`src/rtl/core/rwmf_pkg.sv`:
```
// ----------------------------------------------------------------------------
// rwmf_pkg
// shared types and constants for the rgb window median filter
// ----------------------------------------------------------------------------
`default_nettype none
package rwmf_pkg;
  localparam int MAX_WINDOW_D = 10;
  localparam int MAX_WIDTH_D  = 1024;
  localparam int MAX_HEIGHT_D = 1024;
  localparam int CFG_IDX_W    = 2;
  localparam int CFG_DATA_W   = 11;

  localparam logic [CFG_IDX_W-1:0] REG_WINDOW_SIZE  = 2'd0;
  localparam logic [CFG_IDX_W-1:0] REG_IMAGE_WIDTH  = 2'd1;
  localparam logic [CFG_IDX_W-1:0] REG_IMAGE_HEIGHT = 2'd2;

  typedef struct packed {
    logic       mode;
    logic [7:0] pixel_red;
    logic [7:0] pixel_green;
    logic [7:0] pixel_blue;
  } in_beat_t;

  typedef struct packed {
    logic [7:0] out_red;
    logic [7:0] out_green;
    logic [7:0] out_blue;
    logic       end_of_frame;
  } out_beat_t;

  typedef enum logic [2:0] {
    ST_IDLE, ST_CHECK, ST_GATHER, ST_WAIT, ST_SORT, ST_SEND
  } state_t;

  // control from the sequencer to each sorting cell
  typedef struct packed {
    logic clear;
    logic load;
  } cell_ctl_t;
endpackage
`default_nettype wire

```
`src/rtl/core/rwmf_sort_cell.sv`:
```
// ----------------------------------------------------------------------------
// rwmf_sort_cell
// one cell of an insertion sorting chain: keeps the smaller value, passes the
// larger value to its right neighbor
// ----------------------------------------------------------------------------
`default_nettype none
module rwmf_sort_cell (
  input  wire logic                  clk,
  input  wire rwmf_pkg::cell_ctl_t   ctl,
  input  wire logic                  in_vld,
  input  wire logic [7:0]            in_val,
  output logic                       out_vld,
  output logic [7:0]                 out_val,
  output logic                       held_vld,
  output logic [7:0]                 held_val
);
  import rwmf_pkg::*;

  logic       hv_r, ov_r;
  logic [7:0] hd_r, od_r;
  logic       hv_nxt, ov_nxt;
  logic [7:0] hd_nxt, od_nxt;

  always_comb begin
    hv_nxt = hv_r;
    hd_nxt = hd_r;
    ov_nxt = 1'b0;
    od_nxt = od_r;
    if (ctl.clear) begin
      hv_nxt = 1'b0;
    end else if (ctl.load && in_vld) begin
      if (!hv_r) begin
        hv_nxt = 1'b1;
        hd_nxt = in_val;
      end else if (in_val < hd_r) begin
        hd_nxt = in_val;
        ov_nxt = 1'b1;
        od_nxt = hd_r;
      end else begin
        ov_nxt = 1'b1;
        od_nxt = in_val;
      end
    end
  end

  always_ff @(posedge clk) begin
    hv_r <= hv_nxt;
    ov_r <= ov_nxt;
    hd_r <= hd_nxt;
    od_r <= od_nxt;
  end

  assign out_vld  = ov_r;
  assign out_val  = od_r;
  assign held_vld = hv_r;
  assign held_val = hd_r;
endmodule
`default_nettype wire

```
`src/rtl/core/rwmf_sort_chain.sv`:
```
// ----------------------------------------------------------------------------
// rwmf_sort_chain
// row of sorting cells for one colour channel; after a feed the cells hold
// the samples in ascending order
// ----------------------------------------------------------------------------
`default_nettype none
module rwmf_sort_chain #(
  parameter int NCELL = 100
) (
  input  wire logic                 clk,
  input  wire rwmf_pkg::cell_ctl_t  ctl,
  input  wire logic                 feed_vld,
  input  wire logic [7:0]           feed_val,
  input  wire logic [$clog2(NCELL)-1:0] sel,
  output logic [7:0]                lo_val,
  output logic [7:0]                hi_val,
  output logic                      busy
);
  import rwmf_pkg::*;

  logic [NCELL:0]     v;
  logic [7:0]         d [NCELL+1];
  logic [NCELL-1:0]   hv;
  logic [7:0]         hd [NCELL];

  assign v[0] = feed_vld;
  assign d[0] = feed_val;

  for (genvar i = 0; i < NCELL; i++) begin : g_cell
    rwmf_sort_cell u_cell (
      .clk      (clk),
      .ctl      (ctl),
      .in_vld   (v[i]),
      .in_val   (d[i]),
      .out_vld  (v[i+1]),
      .out_val  (d[i+1]),
      .held_vld (hv[i]),
      .held_val (hd[i])
    );
  end

  // any beat still travelling down the row
  assign busy    = |v[NCELL-1:1];
  assign lo_val  = hd[sel];
  assign hi_val  = hd[sel + 1'b1];
endmodule
`default_nettype wire
```
`config.mk`:
```
export PLATFORM = sky130hd
export DESIGN_NAME = rwmf_sort_chain
export DESIGN_NICKNAME = d
export VERILOG_FILES = /design/src/rtl/core/rwmf_pkg.sv /design/src/rtl/core/rwmf_sort_cell.sv /design/src/rtl/core/rwmf_sort_chain.sv
export SDC_FILE = /design/constraint.sdc
export NUM_CORES = 2
export LEC_CHECK = 0
export BUFFER_PORTS_ARGS = -buffer_cell sky130_fd_sc_hd__buf_2
export CORE_UTILIZATION = 55
export CTS_CLUSTER_SIZE = 25
export DETAILED_ROUTE_END_ITERATION = 6
export GPL_ROUTABILITY_DRIVEN = 0
export PLACE_DENSITY = 0.71
export SETUP_SLACK_MARGIN = 0.3
export SYNTH_ARGS = -nofsm -noshare
export SYNTH_HDL_FRONTEND = slang
export SYNTH_SLANG_ARGS = --single-unit
```
`constraint.sdc`:
```
create_clock -name clk -period 3.9 [get_ports clk]
set_input_delay 0.78 -clock clk [delete_from_list [all_inputs] [get_ports clk]]
set_output_delay 0.78 -clock clk [all_outputs]
set_load 0.01 [all_outputs]
```
==> reports/qor.csv <==
metric,value,unit
hold wc startpoint,feed_val[5],
drt pass-1 iters,6,
critical path launch point type,input pin,
most frequent cells in the layout,"1,592 x edfxtp_1, 804 x mux2_2, 799 x inv_1",
crit end category,output pin,
worst hold path depth,1,
routed len/inst,27.7,µm
Reg-to-Reg End,g_cell[40].u_cell.held_val[0],
Synth cell types,54,
full die area,178000,µm²
1st-iter DRT viols,7187,
vias in the first global route,61200,
"worst slack, placed",-0.801,ns
Max Cap Violations,0,
Mapped Nets,7570,
Worst Reg-to-Reg Cells,9,
GRT Residual Overflow,0,
via count,61900,
Mapped Area,96800,µm²
Worst-Skew Late Latency,0.84,ns
Final Hold Fails,0,
"flops & latches, synth",1791,
Least-Margin Pin Slew,1.11,ns
CP max FO,8,
total power,41000,µW
"most common cell after layout, fill and taps aside",edfxtp_1,
maximum VDD drop,445,µV
largest net degree at the start of global routing,118,
Bufs on Longest Clock Path,3,
I/O pins,36,
CTS tree,yes,
CP Class,in -> out,
Placed Area,102000,µm²
Max-slew headroom,25.8,%
RSZ-0062 raised after global routing,yes,
total CTS buffers,185,
antenna violations before repair,11,
layout cell share with drive strength beyond 1,28.1,%
post-route worst setup slack,-0.464,ns
DIE WIDTH,422,µm
Worst Hold Endpoint,g_cell[0].u_cell.held_val[5],
Final Non-Filler Cells,9716,
final hold slack,0.162,ns
clock sinks,1791,
GRT Util Overall,30.2,%
maximum clock frequency,229,MHz
leakage,0.0390,µW
ys async rst share,0,%
WP data arrival,3.58,ns
Setup Viol. Count Final,16,
H-tree levels,4,
# port buffers,35,
failing checks,negative setup slack,
die height,422,µm
status,"complete, but fails checks",
synthesis-to-layout area growth,13.0,%
Syn. warnings,0,
ys flop type,edfxtp_1,
Hold Crit Class,in -> reg,
"wirelength, routed",270000,µm
Placed Cells,9317,
Pwr Density,375,nW/µm²
Worst Skew,0.0270,ns
via/cell ratio,6.37,
Final Cell Area,109000,µm²
sequential area share after synthesis,53.5,%
Slew Limit Fails,0,
CTS root buf,clkbuf_16,
placeable core area,174000,µm²
Tcrit/Tclk final,112,%
hold buffers post-CTS,0,
initial core utilization,55.5,%
first-pass GRT wire length,400000,µm
reg2reg start,g_cell[40].u_cell.held_val[1],
syn_area_per_cell,14.1,µm²
# DRC,0,
clk slew on worst S/H paths,0.06,ns
remaining antenna violation count,0,
Post-Syn Instances,6850,
R2R setup slack,1.05,ns
Tmin final,4.36,ns
layout net count,7945,
num rows,153,
post-DP HPWL,204000,µm
Post-synth EDFFs,1592,
worst path required time,3.12,ns
[synthesized netlist by cell type (88+ instances only)]
cell,n,area share [%]
ha_1,701,9.1
dfxtp_1,199,4.1
and3_1,201,1.3
nor3_1,106,0.55
a21oi_1,328,1.7
clkbuf_1,88,0.34
o21ai_0,242,1.3
nand2b_1,102,0.66
mux2_2,804,9.4
nor2b_1,107,0.69
nand2_1,133,0.52
inv_1,799,3.1
mux4_2,394,9.2
edfxtp_1,1592,49
nor2_1,419,1.6
o211a_1,99,1.0
o41ai_4,99,2.8
[where the power goes]
| group | internal, µW | switching, µW | leakage [µW] | total [µW] |
|---|---|---|---|---|
| clock | 10500 | 7900 | 0.00306 | 18400 |
| combinational | 885 | 1130 | 0.0241 | 2020 |
| sequential | 20600 | 6.58 | 0.0118 | 20600 |
| total | 32000 | 9030 | 0.0390 | 41000 |
[state kept, by name, summed over array words and instances (netlist names)]
| signal | count |
|---|---|
| g_cell.u_cell.held_val | 800 |
| g_cell.u_cell.held_vld | 100 |
| g_cell.u_cell.out_vld | 99 |
| g_cell.u_cell.out_val | 792 |
[per-stage QoR]
step / TNS [ns] / utilization (%)
after detailed placement: -8.16 / 58.3
after global placement: -7.98 / 58.3
final: -4.41 / 62.7
after CTS: -4.23 / 62.6
after global routing: -4.94 / 62.7
after floorplan: 0 / -
[repair_timing]
action / in CTS / in global routing
endpoints found under the setup margin: 17 / 17
pin swaps: 31 / 21
gates cloned: 6 / 0
gates resized for setup: 158 / 44
buffers inserted: 33 / 7
[worst max-delay path by stage]
stage	from	end	slack (ns)
after detailed placement	sel[0]	hi_val[7]	-0.80
after global routing	sel[0]	hi_val[1]	-0.52
after global placement	sel[0]	hi_val[7]	-0.78
final	sel[0]	hi_val[2]	-0.46
after floorplan	sel[0]	hi_val[0]	0.32
after CTS	sel[0]	hi_val[5]	-0.43
[cell families after synthesis]
group | count (synthesis) | share of synthesized area, %
muxes | 1259 | 19.2
AOI/OAI and AO/OA | 913 | 7.94
adders and majority gates | 701 | 9.06
and+or+nand+nor | 1174 | 5.98
DFF | 1791 | 53.5
buffers and inverters | 999 | 4.16
xor gates and xnor gates | 13 | 0.168
[layer usage]
layer | up-vias | wire (µm) | track usage [%]
li1 | 26900 | - | -
met1 | 31200 | 105000 | 40.5
met2 | 3093 | 122000 | 46.4
met3 | 768 | 27100 | 6.82
met4 | 8 | 16000 | 15.5
met5 | - | 45 | 0
[worst max-delay path: stages]
cell,delay [ns]
buf_12,0.13
ha_4,0.42
buf_6,0.15
buf_8,0.11
buf_12,0.10
mux4_2,0.54
mux4_2,0.48
o211ai_1,0.26
buf_4,0.19
nand4_1,0.11
buf_6,0.17
buf_6,0.12
[cell type report]
cell class / count / area (µm²)
Antenna cell: 4 / 10.0
Timing Repair Buffer: 387 / 3800
Sequential cell: 1791 / 51800
Multi-Input combinational cell: 4060 / 41600
Clock inverter: 101 / 1120
Fill cell: 12700 / 65000
Inverter: 800 / 3000
Tap cell: 2325 / 2910
Clock buffer: 248 / 5160
Power figures use the tool's default switching activity.
